`config.mk`:
```
export PLATFORM = sky130hd
export DESIGN_NAME = ppw_edge
export DESIGN_NICKNAME = d
export VERILOG_FILES = /design/src/rtl/core/ppw_pkg.sv /design/src/rtl/core/ppw_edge.sv
export SDC_FILE = /design/constraint.sdc
export NUM_CORES = 1
export LEC_CHECK = 0
export BUFFER_PORTS_ARGS = -buffer_cell sky130_fd_sc_hd__buf_2
export CORE_ASPECT_RATIO = 1.2
export CORE_UTILIZATION = 49
export DETAILED_ROUTE_END_ITERATION = 16
export PLACE_DENSITY = 0.95
export SLEW_MARGIN = 20
export SYNTH_ARGS = -nofsm -noshare
export SYNTH_HDL_FRONTEND = slang
export SYNTH_SLANG_ARGS = --single-unit
```
`constraint.sdc`:
```
create_clock -name vclk -period 4.6
set_input_delay 0 -clock vclk [all_inputs]
set_output_delay 0 -clock vclk [all_outputs]
set_load 0.005 [all_outputs]
```
`src/rtl/core/ppw_pkg.sv`:
```
package ppw_pkg;

    localparam int MAX_VERTICES = 1024;

    localparam int COORD_W = 32;
    localparam int IDX_W   = 10;
    localparam int CNT_W   = 11;
    localparam int EXT_W   = 17;
    localparam int DIFF_W  = 33;
    localparam int HALF_W  = 17;
    localparam int PART_W  = 18;
    localparam int PROD_W  = DIFF_W + PART_W;
    localparam int ACC_W   = 77;

    typedef enum logic [1:0] {
        CMD_WRITE  = 2'd0,
        CMD_INSIDE = 2'd1,
        CMD_WIND   = 2'd2,
        CMD_NONE   = 2'd3
    } t_cmd;

    localparam logic [1:0] ST_OK    = 2'd0;
    localparam logic [1:0] ST_RANGE = 2'd1;
    localparam logic [1:0] ST_OPEN  = 2'd2;

    typedef enum logic [3:0] {
        S_IDLE,
        S_FIRST,
        S_STEP,
        S_LOAD,
        S_MUL0,
        S_MUL1,
        S_MUL2,
        S_MUL3,
        S_DRAIN,
        S_DECIDE,
        S_DONE
    } t_state;

    typedef struct packed {
        logic                     go;
        logic                     clr;
        logic                     hi;
        logic                     sub;
        logic signed [DIFF_W-1:0] a;
        logic signed [DIFF_W-1:0] b;
    } t_mac_ctl;

    typedef struct packed {
        logic zero;
        logic neg;
    } t_mac_sts;

    typedef struct packed {
        logic on_edge;
        logic crosses;
    } t_edge_res;

endpackage

```
`src/rtl/core/ppw_edge.sv`:
```
module ppw_edge import ppw_pkg::*; (
    input  logic signed [COORD_W-1:0] i_px,
    input  logic signed [COORD_W-1:0] i_py,
    input  logic signed [COORD_W-1:0] i_x0,
    input  logic signed [COORD_W-1:0] i_y0,
    input  logic signed [COORD_W-1:0] i_x1,
    input  logic signed [COORD_W-1:0] i_y1,
    input  logic signed [DIFF_W-1:0]  i_dx,
    input  logic signed [DIFF_W-1:0]  i_dy,
    input  t_mac_sts                  i_d,
    output t_edge_res                 o_res
);

    logic [DIFF_W-1:0] adx;
    logic [DIFF_W-1:0] ady;
    logic              in_range;
    logic              dx_pos;
    logic              dy_pos;
    logic              c_ok;

    assign adx    = i_dx[DIFF_W-1] ? DIFF_W'(-i_dx) : DIFF_W'(i_dx);
    assign ady    = i_dy[DIFF_W-1] ? DIFF_W'(-i_dy) : DIFF_W'(i_dy);
    assign dx_pos = !i_dx[DIFF_W-1] && (i_dx != '0);
    assign dy_pos = !i_dy[DIFF_W-1] && (i_dy != '0);

    always_comb begin
        if (adx >= ady) begin
            if (dx_pos) begin
                in_range = (i_x0 <= i_px) && (i_px <= i_x1);
            end else begin
                in_range = (i_x1 <= i_px) && (i_px <= i_x0);
            end
        end else begin
            if (dy_pos) begin
                in_range = (i_y0 <= i_py) && (i_py <= i_y1);
            end else begin
                in_range = (i_y1 <= i_py) && (i_py <= i_y0);
            end
        end
    end

    assign c_ok = dy_pos ? (i_d.neg || i_d.zero) : !i_d.neg;

    always_comb begin
        o_res.on_edge = i_d.zero && in_range;
        if ((i_y0 >= i_py) && (i_y1 >= i_py)) begin
            o_res.crosses = 1'b0;
        end else if ((i_y0 < i_py) && (i_y1 < i_py)) begin
            o_res.crosses = 1'b0;
        end else if ((i_x0 < i_px) && (i_x1 < i_px)) begin
            o_res.crosses = 1'b0;
        end else if (i_dy == '0) begin
            o_res.crosses = 1'b0;
        end else if (i_dx == '0) begin
            o_res.crosses = 1'b1;
        end else begin
            o_res.crosses = c_ok;
        end
    end

endmodule

```
* Yosys cells after proc, flatten, opt, wreduce, memory -nomap -nowiden
Index checks and enable logic that the tools add are counted.
** Storage, ports and cells
- Output and inout port bits :: 2
- Input port bits :: 260
- Register bits :: 0
- Logic and storage cells :: 46
** Cells by class
- Reduce and logical (&&, ||, !) cells :: 18
- $add $sub $neg :: 2
- Muxes and demuxes :: 11
- Order comparisons :: 15
** Operators with widths (number)
- 32-bit less-or-equal comparator :: 8
- 32-bit less-than comparator :: 4
- 33-bit logical NOT :: 2
- 33-bit 2-to-1 mux :: 2
- 33-bit negator :: 2
- 33-bit nonzero test :: 2
- 32-bit >= comparator :: 2
- 33-bit >= comparator :: 1
- 1-bit logical AND :: 10
- 1-bit 2-to-1 mux :: 9
- 1-bit logical NOT :: 3
- 1-bit logical OR :: 1

* Depth between registers and ports, before layout
- Word-level depth :: 8
- Gate-level depth with buffers :: 18
- Mapped depth without buffers :: 17

* Worst setup path after synthesis
No wires, ideal clock.
- Path kind :: in2out
- From :: input i_dy[12]
- To :: output o_res[1] (netlist name)
- Required time :: 4.600 ns
- Arrival time :: 4.003 ns
- Stages on the path :: 16
- Buffers on the path :: 0
- Setup slack :: 0.597 ns
- Cell sequence :: or4_4 > or3_4 > or3_4 > or4_4 > or3_4 > o41ai_2 > xor2_1 > ha_1 > nand4_1 > or2_2 > nor4_1 > and3_1 > a221oi_1 > nand3_1 > a2111oi_0 > a31o_1
** RTL lines
- start, declared :: line ppw_edge.sv:9 : input logic signed [DIFF_W-1:0] i_dy,
- end, declared :: line ppw_edge.sv:11 : output t_edge_res o_res

==> run_results.csv <==
group,metric,value,unit
logic_synthesis,yosys.area.top_type,"ha_1",
route,vias,6238,
finish,n_antenna_cell,0,
timing,finalSetupTns,0,ns
worst_hold_path,hold_class,"input pin to output port",
setup_path,critPathMaxFanout,5,
finish,nFillCells,841,
setup_path,worst_path_max_delay_cell,"or4_4",
grt,grt_pass1_wl,25.5,mm
route,drtPass1Iterations,5,
power,ir_drop,61.8,uV
setup_path,cp.required,4.60,ns
logic_synthesis,synth_nets,1113,
timing,fmax,0.224,GHz
grt,grt.total_usage,0.286,
setup_path,start_kind,"input pin",
finish,seq_cells,0,
route,drtIter0Drc,250,
setup_path,path_delay_family,"simple AND/OR/NAND/NOR gates",
logic_synthesis,netlist_top_cells_count,"ha_1 (163), inv_1 (81), a21oi_1 (62)",
logic_synthesis,syn_avg_cell_area,7.55,um^2
logic_synthesis,synthCells,690,
power,cellLeakagePower,3.65,nW
timing,hold_viol,0,
route,drc,0,
place,portBuffers,262,
logic_synthesis,synth_top_area_share,0.391,
power,power,0.644,mW
job,cap_violations,0,
grt,antenna_found_initial,0,
setup_path,slowest_delay,0.56,ns
floorplanning,dieArea,0.0111,mm^2
setup_path,path_buf_inv,2,
grt,grt_pass1_vias,6048,
logic_synthesis,seq_area_frac_synth,0,
floorplanning,core_area,0.0102,mm^2
setup_path,critical_path_class,"input pin to output port",
route,avgRoutedWirePerCell,15.3,um
status,outcome,"finished clean",
route,ant_nets,0,
place,gp_congestion,0.901,
logic_synthesis,synth.most_common_cell,"ha_1",
setup_path,path_common_cell,"or3_4",
logic_synthesis,yosysWarnings,0,
route,wl,16.4,mm
timing,setup_viol,0,
finish,layout.nets,1372,
floorplanning,die_h,115,um
floorplanning,ios,262,
setup_path,cp_cell_sequence,"buf_2 > or4_4 > or3_4 > or3_4 > or4_4 > or3_4 > o31ai_1 > xor2_1 > ha_1 > nand4_1 > or2_2 > nor4_4 > and3_1 > a221oi_2 > nand3_1 > a2111oi_4 > a31o_1 > buf_2",
finish,syn_to_final_growth,29.5,%
floorplanning,die_w,96.1,um
grt,grt_overflow_total,0,
timing,relSlewSlack,0.489,
timing,final_max_slew_viol_count,0,
timing,worstMarginPinSlew,0.759,ns
finish,drive_gt1_frac,0.301,
power,power_density,95.5,mW/mm^2
timing,fin_crit,4.47,ns
logic_synthesis,syn_area,0.00521,mm^2
floorplanning,initial_utilization,0.513,
timing,fin_crit_sh,0.973,
grt,grt_max_degree,33,
setup_path,crit_arrival,4.47,ns
logic_synthesis,synth.area.top_cells,"ha_1 (39%), a21oi_1 (6.0%), inv_1 (5.8%), xnor2_1 (5.5%), xor2_1 (5.0%)",
floorplanning,num_rows,40,
finish,multi_input_area,0.00495,mm^2
finish,num-clock-buffers,0,
place,dpl.hpwl,14.7,mm
logic_synthesis,synth_cell_types,55,
setup_path,cp-end-kind,"output port",
finish,ff_latch_area,0,um^2
route,routed_via_density,5.81,
## cell usage in the layout, fill, tap and decap left out, types with 3 or more instances in the layout
cell type and n:
nor2_1 17, nand4_1 33, mux2i_1 3, inv_1 81, o31ai_1 14, o41ai_1 8, xor2_1 30, ha_1 163
xnor2_1 33, or3_4 4, nor3_1 4, a211oi_1 5, or2_2 5, nor2b_1 7, o21ai_1 3, buf_2 262
o21ai_0 37, a21o_1 16, nor4_1 10, o211ai_1 7, a21oi_1 62, o41ai_4 3, or3_1 12, buf_4 3
or4_1 12, nand2_1 46, a221oi_1 3, nand2b_1 5, nand3_1 21, a2111oi_0 3
## repair_timing
item | CTS | global route
setup buffers | 0 | 1
hold buffers | 0 | 0
resized for setup | 2 | 8
endpoints found under the hold margin | 0 | 0
pin swaps | 0 | 6
endpoints found under the setup margin | 1 | 1
## kinds of logic after synthesis
logic type / count (synthesis) / synth area share
and+or+nand+nor: 189 / 0.203
AOI/OAI and AO/OA: 183 / 0.230
adders and majority gates: 163 / 0.391
buffers and inverters: 89 / 0.0644
xor gates and xnor gates: 63 / 0.106
muxes: 3 / 0.00576
## final timing paths
| check | startpoint | slack [ns] | cells after the start | end |
|---|---|---|---|---|
| hold / removal | i_d[0] | 0.40 | 4 | o_res[0] |
| setup / recovery | i_dy[12] | 0.13 | 18 | o_res[1] |
## tightest hold or removal path, delay by kind of cell
kind / cells / cell delay [ns]
compound gates: 2 / 0.17
buf+inv: 2 / 0.23
## through the flow
step                      hold slack (ns)  worst slack [ns]  instances   util  instance area, um^2
after global placement              0.399             0.169       1072  0.656                 6660
after floorplan                     0.147             0.597        690      -                 5210
final                               0.404             0.126       1073  0.664                 6750
after detailed placement            0.399           -0.0262       1072  0.656                 6660
after CTS                           0.406            0.0336       1072  0.657                 6670
after global routing                0.440           -0.0363       1073  0.664                 6750
## power breakdown
group          switching [mW]  total, mW  internal (mW)
sequential                  0          0              0
clock                       0          0              0
combinational           0.340      0.644          0.304
total                   0.340      0.644          0.304
## metal layers
| metal | up-vias | track usage | wire length [um] |
|---|---|---|---|
| li1 | 3130 | - | - |
| met1 | 2741 | 0.306 | 6020 |
| met2 | 298 | 0.530 | 8320 |
| met3 | 69 | 0.0443 | 1290 |
| met4 | 0 | 0.145 | 773 |
| met5 | - | 0 | 0 |
## area by class of cell
class / instances / area share
Multi-Input combinational cell: 601 / 0.734
Timing Repair Buffer: 265 / 0.198
Inverter: 81 / 0.0451
Tap cell: 126 / 0.0234
Note: power is estimated with default switching activity, not from simulation.
