[config.mk]
export PLATFORM = sky130hd
export DESIGN_NAME = ppw_mac
export DESIGN_NICKNAME = d
export VERILOG_FILES = /design/src/rtl/core/ppw_pkg.sv /design/src/rtl/core/ppw_mac.sv
export SDC_FILE = /design/constraint.sdc
export NUM_CORES = 2
export LEC_CHECK = 0
export BUFFER_PORTS_ARGS = -buffer_cell sky130_fd_sc_hd__buf_2
export CAP_MARGIN = 20
export CORE_UTILIZATION = 35
export CTS_BUF_LIST = sky130_fd_sc_hd__clkbuf_2
export CTS_CLUSTER_DIAMETER = 50
export DETAILED_ROUTE_END_ITERATION = 12
export PLACE_DENSITY_LB_ADDON = 0.3
export SYNTH_ARGS = -nofsm -noshare
export SYNTH_HDL_FRONTEND = slang
export SYNTH_SLANG_ARGS = --single-unit
[constraint.sdc]
create_clock -name i_clk -period 13.2 [get_ports i_clk]
set_input_delay 1.98 -clock i_clk [delete_from_list [all_inputs] [get_ports i_clk]]
set_output_delay 1.98 -clock i_clk [all_outputs]
set_load 0.01 [all_outputs]
[src/rtl/core/ppw_pkg.sv]
package ppw_pkg;

    localparam int MAX_VERTICES = 1024;

    localparam int COORD_W = 32;
    localparam int IDX_W   = 10;
    localparam int CNT_W   = 11;
    localparam int EXT_W   = 17;
    localparam int DIFF_W  = 33;
    localparam int HALF_W  = 17;
    localparam int PART_W  = 18;
    localparam int PROD_W  = DIFF_W + PART_W;
    localparam int ACC_W   = 77;

    typedef enum logic [1:0] {
        CMD_WRITE  = 2'd0,
        CMD_INSIDE = 2'd1,
        CMD_WIND   = 2'd2,
        CMD_NONE   = 2'd3
    } t_cmd;

    localparam logic [1:0] ST_OK    = 2'd0;
    localparam logic [1:0] ST_RANGE = 2'd1;
    localparam logic [1:0] ST_OPEN  = 2'd2;

    typedef enum logic [3:0] {
        S_IDLE,
        S_FIRST,
        S_STEP,
        S_LOAD,
        S_MUL0,
        S_MUL1,
        S_MUL2,
        S_MUL3,
        S_DRAIN,
        S_DECIDE,
        S_DONE
    } t_state;

    typedef struct packed {
        logic                     go;
        logic                     clr;
        logic                     hi;
        logic                     sub;
        logic signed [DIFF_W-1:0] a;
        logic signed [DIFF_W-1:0] b;
    } t_mac_ctl;

    typedef struct packed {
        logic zero;
        logic neg;
    } t_mac_sts;

    typedef struct packed {
        logic on_edge;
        logic crosses;
    } t_edge_res;

endpackage

[src/rtl/core/ppw_mac.sv]
module ppw_mac import ppw_pkg::*; (
    input  logic     i_clk,
    input  logic     i_rst_n,
    input  t_mac_ctl i_ctl,
    output t_mac_sts o_sts
);

    logic signed [PART_W-1:0] bpart;
    logic signed [PROD_W-1:0] r_prod;
    logic                     r_pv;
    logic                     r_hi;
    logic                     r_sub;
    logic signed [ACC_W-1:0]  r_acc;
    logic signed [ACC_W-1:0]  term_ext;
    logic signed [ACC_W-1:0]  term;

    always_comb begin
        if (i_ctl.hi) begin
            bpart = {{(PART_W-(DIFF_W-HALF_W)){i_ctl.b[DIFF_W-1]}}, i_ctl.b[DIFF_W-1:HALF_W]};
        end else begin
            bpart = {{(PART_W-HALF_W){1'b0}}, i_ctl.b[HALF_W-1:0]};
        end
    end

    always_ff @(posedge i_clk) begin
        if (!i_rst_n) begin
            r_pv <= 1'b0;
        end else begin
            r_pv <= i_ctl.go;
        end
    end

    always_ff @(posedge i_clk) begin
        r_prod <= i_ctl.a * bpart;
        r_hi   <= i_ctl.hi;
        r_sub  <= i_ctl.sub;
    end

    assign term_ext = ACC_W'(r_prod);
    assign term     = r_hi ? (term_ext <<< HALF_W) : term_ext;

    always_ff @(posedge i_clk) begin
        if (i_ctl.clr) begin
            r_acc <= '0;
        end else if (r_pv) begin
            r_acc <= r_sub ? (r_acc - term) : (r_acc + term);
        end
    end

    assign o_sts.zero = (r_acc == '0);
    assign o_sts.neg  = r_acc[ACC_W-1];

endmodule

==> After elaboration in Yosys (flattened, before gate mapping) <==
Index checks and enable logic that the tools add are counted.
{ "op_classes": {"add_sub_neg": 2, "n_mul": 1, "div_mod_pow": 0, "order_cmp": 0, "n_eq_ne": 0, "shift": 0, "mux": 3, "n_bitwise": 0, "reduce_logical": 1} }
{ "ops": {"columns": ["cell", "count"], "rows": [
  ["77-bit by 68-bit adder with 77-bit output", 1],
  ["77-bit zero test", 1],
  ["77-bit 2-to-1 mux", 1],
  ["77-bit by 68-bit subtractor with 77-bit output", 1],
  ["67-bit 2-to-1 mux", 1],
  ["33-bit by 18-bit multiplier with 51-bit output", 1],
  ["18-bit 2-to-1 mux", 1]
]} }
{ "totals": {"reg_bits": 131, "latch_bits": 0, "ramBits": 0, "mem_bits_ro": 0, "in_bits": 72, "out_inout_bits": 2, "wordCells": 12, "n_memories": 0} }

==> Longest topological paths before layout <==
{ "depth": {"ltp_word": 3, "depth_mapped": 31, "depth_no_buf": 26} }

==> Worst setup path before layout <==
OpenSTA, ideal clock, no wires.
{ "synth_timing": {"path_kind": "input -> register", "from": "input port i_ctl[67] (netlist name)", "to": "register r_prod[50]", "setup_time_ns": 0.127, "arrival_ns": 8.622, "required_ns": 13.073, "setup_slack_ns": 4.450, "stages": 27, "path_buffers": 4, "cell_sequence": "clkbuf_1 > buf_1 > mux2_2 > clkbuf_1 > and2_1 > fa_1 > inv_1 > fa_1 > fa_1 > inv_1 > fa_1 > fa_1 > inv_1 > fa_1 > inv_1 > ha_1 > clkbuf_1 > nand2_1 > nor3_1 > and2_1 > o211ai_1 > a211oi_1 > o211a_1 > o21ai_0 > o21bai_1 > and4_1 > nor3_1"} }
{ "synth_via": {"elab_chain_cells": 2} }
{ "synth_lines": {"columns": ["element", "line_no", "rtl"], "rows": [
  ["start: declaration", "ppw_mac.sv:4", "input t_mac_ctl i_ctl,"],
  ["18-bit 2-to-1 mux", "ppw_mac.sv:18", "if (i_ctl.hi) begin"],
  ["33-bit by 18-bit multiplier with 51-bit output", "ppw_mac.sv:34", "r_prod <= i_ctl.a * bpart;"],
  ["end signal: assignment", "ppw_mac.sv:34", null],
  ["end: declaration", "ppw_mac.sv:9", "logic signed [PROD_W-1:0] r_prod;"]
]} }
No other way between the ends.
A chain may end at the register's enable or synchronous reset.

==> Final worst setup path <==
Ends and elaborated chain as after synthesis.

==> metrics.txt <==
Worst Path Required=about 14 ns; RSZ-0062 raised after global routing=false; largest net degree at the start of global routing=74; Sum Neg Setup Slack=0 ns; synth warn=0; WL/cell=17.96 um; CP max-delay cell=mux2_2; relative slew slack=21.29%; clock latency on the worst-skew pair=0.85 ns; crit path time final=just under 9 ns; area grow syn2layout=4.121%; I/O Buffers=73; delay-heaviest family, CP=adder cells; vias in the first global route=26160; Synth Flop Type=dfxtp_1; post-CTS sizing=0; clock transition at the registers of the reported paths=0.20 ns; total congestion overflow=0; Crit Path Max Fanout=33; worst-case clock buffer depth=2; Mean Syn Cell Area=8.363 um^2; DRT iter0 DRCs=about 1700; FFs w/ async S/R, synth=0%; Hold Buf Count CTS=0; Sink Count=131; # rows=110; critical path type=primary input to register; post-synthesis cell type count=90; Routed Antenna Nets=0; DP Wirelength=71.17 mm; Num CTS Buffers=17; Root Driver=clkbuf_2; critical path data arrival time=9.39 ns; CP cell instances=buf_2, mux2_2, nand2_1, inv_1, fa_1, inv_1, fa_1, inv_1, fa_1, fa_1, fa_1, inv_1, fa_1, inv_1, ha_1, a21o_1, a21oi_1, o21ai_0, and2_1, or4_1, o21ai_0, o21bai_1, and4_1, nor3_1; antenna violations before repair=1; R2R Setup Slk=between 5 and 6 ns; Top Ports=74; Die Area=just over 90000 um^2; Post-synth EDFFs=0; DRC=0; Worst Hold Class=register to register; Setup Skew=0.05713 ns; global-route wire length before repair=144.0 mm; met2 Use GR=31.16%; Setup Buffers After CTS=0; syn_nets=4665; register area share after synthesis=8.203%; max-cap violations=0; Total GRT Usage=19.32%; Setup-failing EPs final=0; Final Hold Vio Count=0; die width=between 300 and 400 um; Crit. End Element=register; buffer and inverter count on the worst path=6; core area=90290 um^2; Tcrit/Tclk final=65.49%; number of synthesized register bits=131; Vias=25570; M3 GR Usage=2.117%; Routed WL=88.25 mm; Largest stage delay, worst path=roughly 0.70 ns; RD Place Congestion=0.9509; critical path startpoint category=primary input; Mapped Area=31970 um^2; Final Max Slew Viols=0; CTS tree=done; status=finished, final reports clean; die height=304.2 um; most common cell type on the critical path=fa_1; fraction of layout cells with a size suffix above 1=between 4 and 5%; drt pass-1 iters=7; GR Util met1=27.86%; H-tree depth=4; GRT busiest layer=met2; maximum clock rate=115.7 MHz; Post-Synthesis Cells=3823; Least-Margin Pin Slew=1.173 ns; fin nets=4565; Initial Utilization=35.41%; drt via density=5.204
[worst register-to-register path: cells and delay by family, from the launching register on]
family / cells / cell delay, ns
compound gates: 10 / 2.81
buf+inv: 1 / 0.75
flops: 1 / 0.91
simple gates: 8 / 2.60
fa+ha+maj: 1 / 0.44
[cells in the final DEF, fill, tap and decap left out, drive strengths merged, types with 82 or more instances in the layout]
master / count
a21oi: 212
and2: 239
buf: 82
dfxtp: 131
fa: 570
ha: 200
inv: 682
nand2: 444
nor2: 190
o21ai: 117
xnor2: 87
[final timing paths]
| kind | startpoint | endpoint | depth (start not counted) |
|---|---|---|---|
| max | i_ctl[67] | r_prod[50]$_DFF_P_ | 24 |
| max reg2reg | r_hi$_DFF_P_ | r_acc[69]$_SDFFE_PP0P_ | 20 |
| min reg2reg | r_acc[70]$_SDFFE_PP0P_ | r_acc[70]$_SDFFE_PP0P_ | 2 |
| min | r_acc[70]$_SDFFE_PP0P_ | r_acc[70]$_SDFFE_PP0P_ | 2 |
[flip-flops by register name, summed over array words and instances (netlist names)]
register	count
r_acc	77
r_hi	1
r_prod	51
r_pv	1
r_sub	1
[per-layer routing]
| layer | part of all wire [%] | vias to the layer above | wire (um) |
|---|---|---|---|
| met1 | 48 | 12780 | 42080 |
| li1 | - | 11940 | - |
| met2 | 45 | 743 | 39670 |
| met3 | 5.5 | 98 | 4847 |
| met5 | 0 | - | 0 |
| met4 | 1.9 | 0 | 1654 |
[stage by stage]
stage / hold WS [ns] / cells / setup WS (ns) / cell area (um^2) / util [%]
2_1_floorplan: 0.4425 / 3823 / 4.450 / 31970 / -
3_3_place_gp: 0.4635 / 4880 / 3.812 / 33070 / 36.63
3_5_place_dp: 0.4763 / 4880 / 3.730 / 33070 / 36.63
4_1_cts: 0.5047 / 4912 / 4.641 / 33290 / 36.87
5_1_grt: 0.5259 / 4913 / 4.125 / 33290 / 36.87
6_report: 0.5000 / 4913 / 4.555 / 33290 / 36.87
[final cells by class]
cell class | instances | area [um^2]
Inverter | 678 | 2545
Multi-Input combinational cell | 2813 | 25990
Antenna cell | 1 | 2.502
Clock inverter | 15 | 132.6
Timing Repair Buffer | 82 | 432.9
Clock buffer | 17 | 85.08
Sequential cell | 131 | 2631
Fill cell | 9504 | 57000
Tap cell | 1176 | 1471
[Yosys cell counts (all sizes together) (32+ instances only)]
master | number | area [um^2]
a21oi | 212 | 1069
nor2 | 190 | 713.2
nor4 | 32 | 200.2
a21o | 78 | 585.6
dfxtp | 131 | 2623
buf | 53 | 266.5
xor2 | 78 | 683.2
inv | 678 | 2545
clkbuf | 148 | 556.8
nand2b | 36 | 225.2
nand4 | 47 | 300.3
o21bai | 43 | 322.8
xnor2 | 87 | 762.0
o21ai | 117 | 585.6
mux2i | 67 | 670.6
fa | 570 | 11410
and2 | 239 | 1495
nor3 | 50 | 271.5
ha | 200 | 2502
nand2 | 444 | 1667
[cell families after synthesis]
family,after synthesis,share of synthesized area [%]
AOI/OAI and AO/OA,621,12.43
xor gates and xnor gates,165,4.520
adders and majority gates,770,43.52
buffers and inverters,879,10.54
DFF,131,8.203
muxes,86,2.767
and+or+nand+nor,1171,18.02
Power is left out: the tool's default activity adds up to more than one toggle a clock period on the data nets, which glitch-free logic cannot reach.
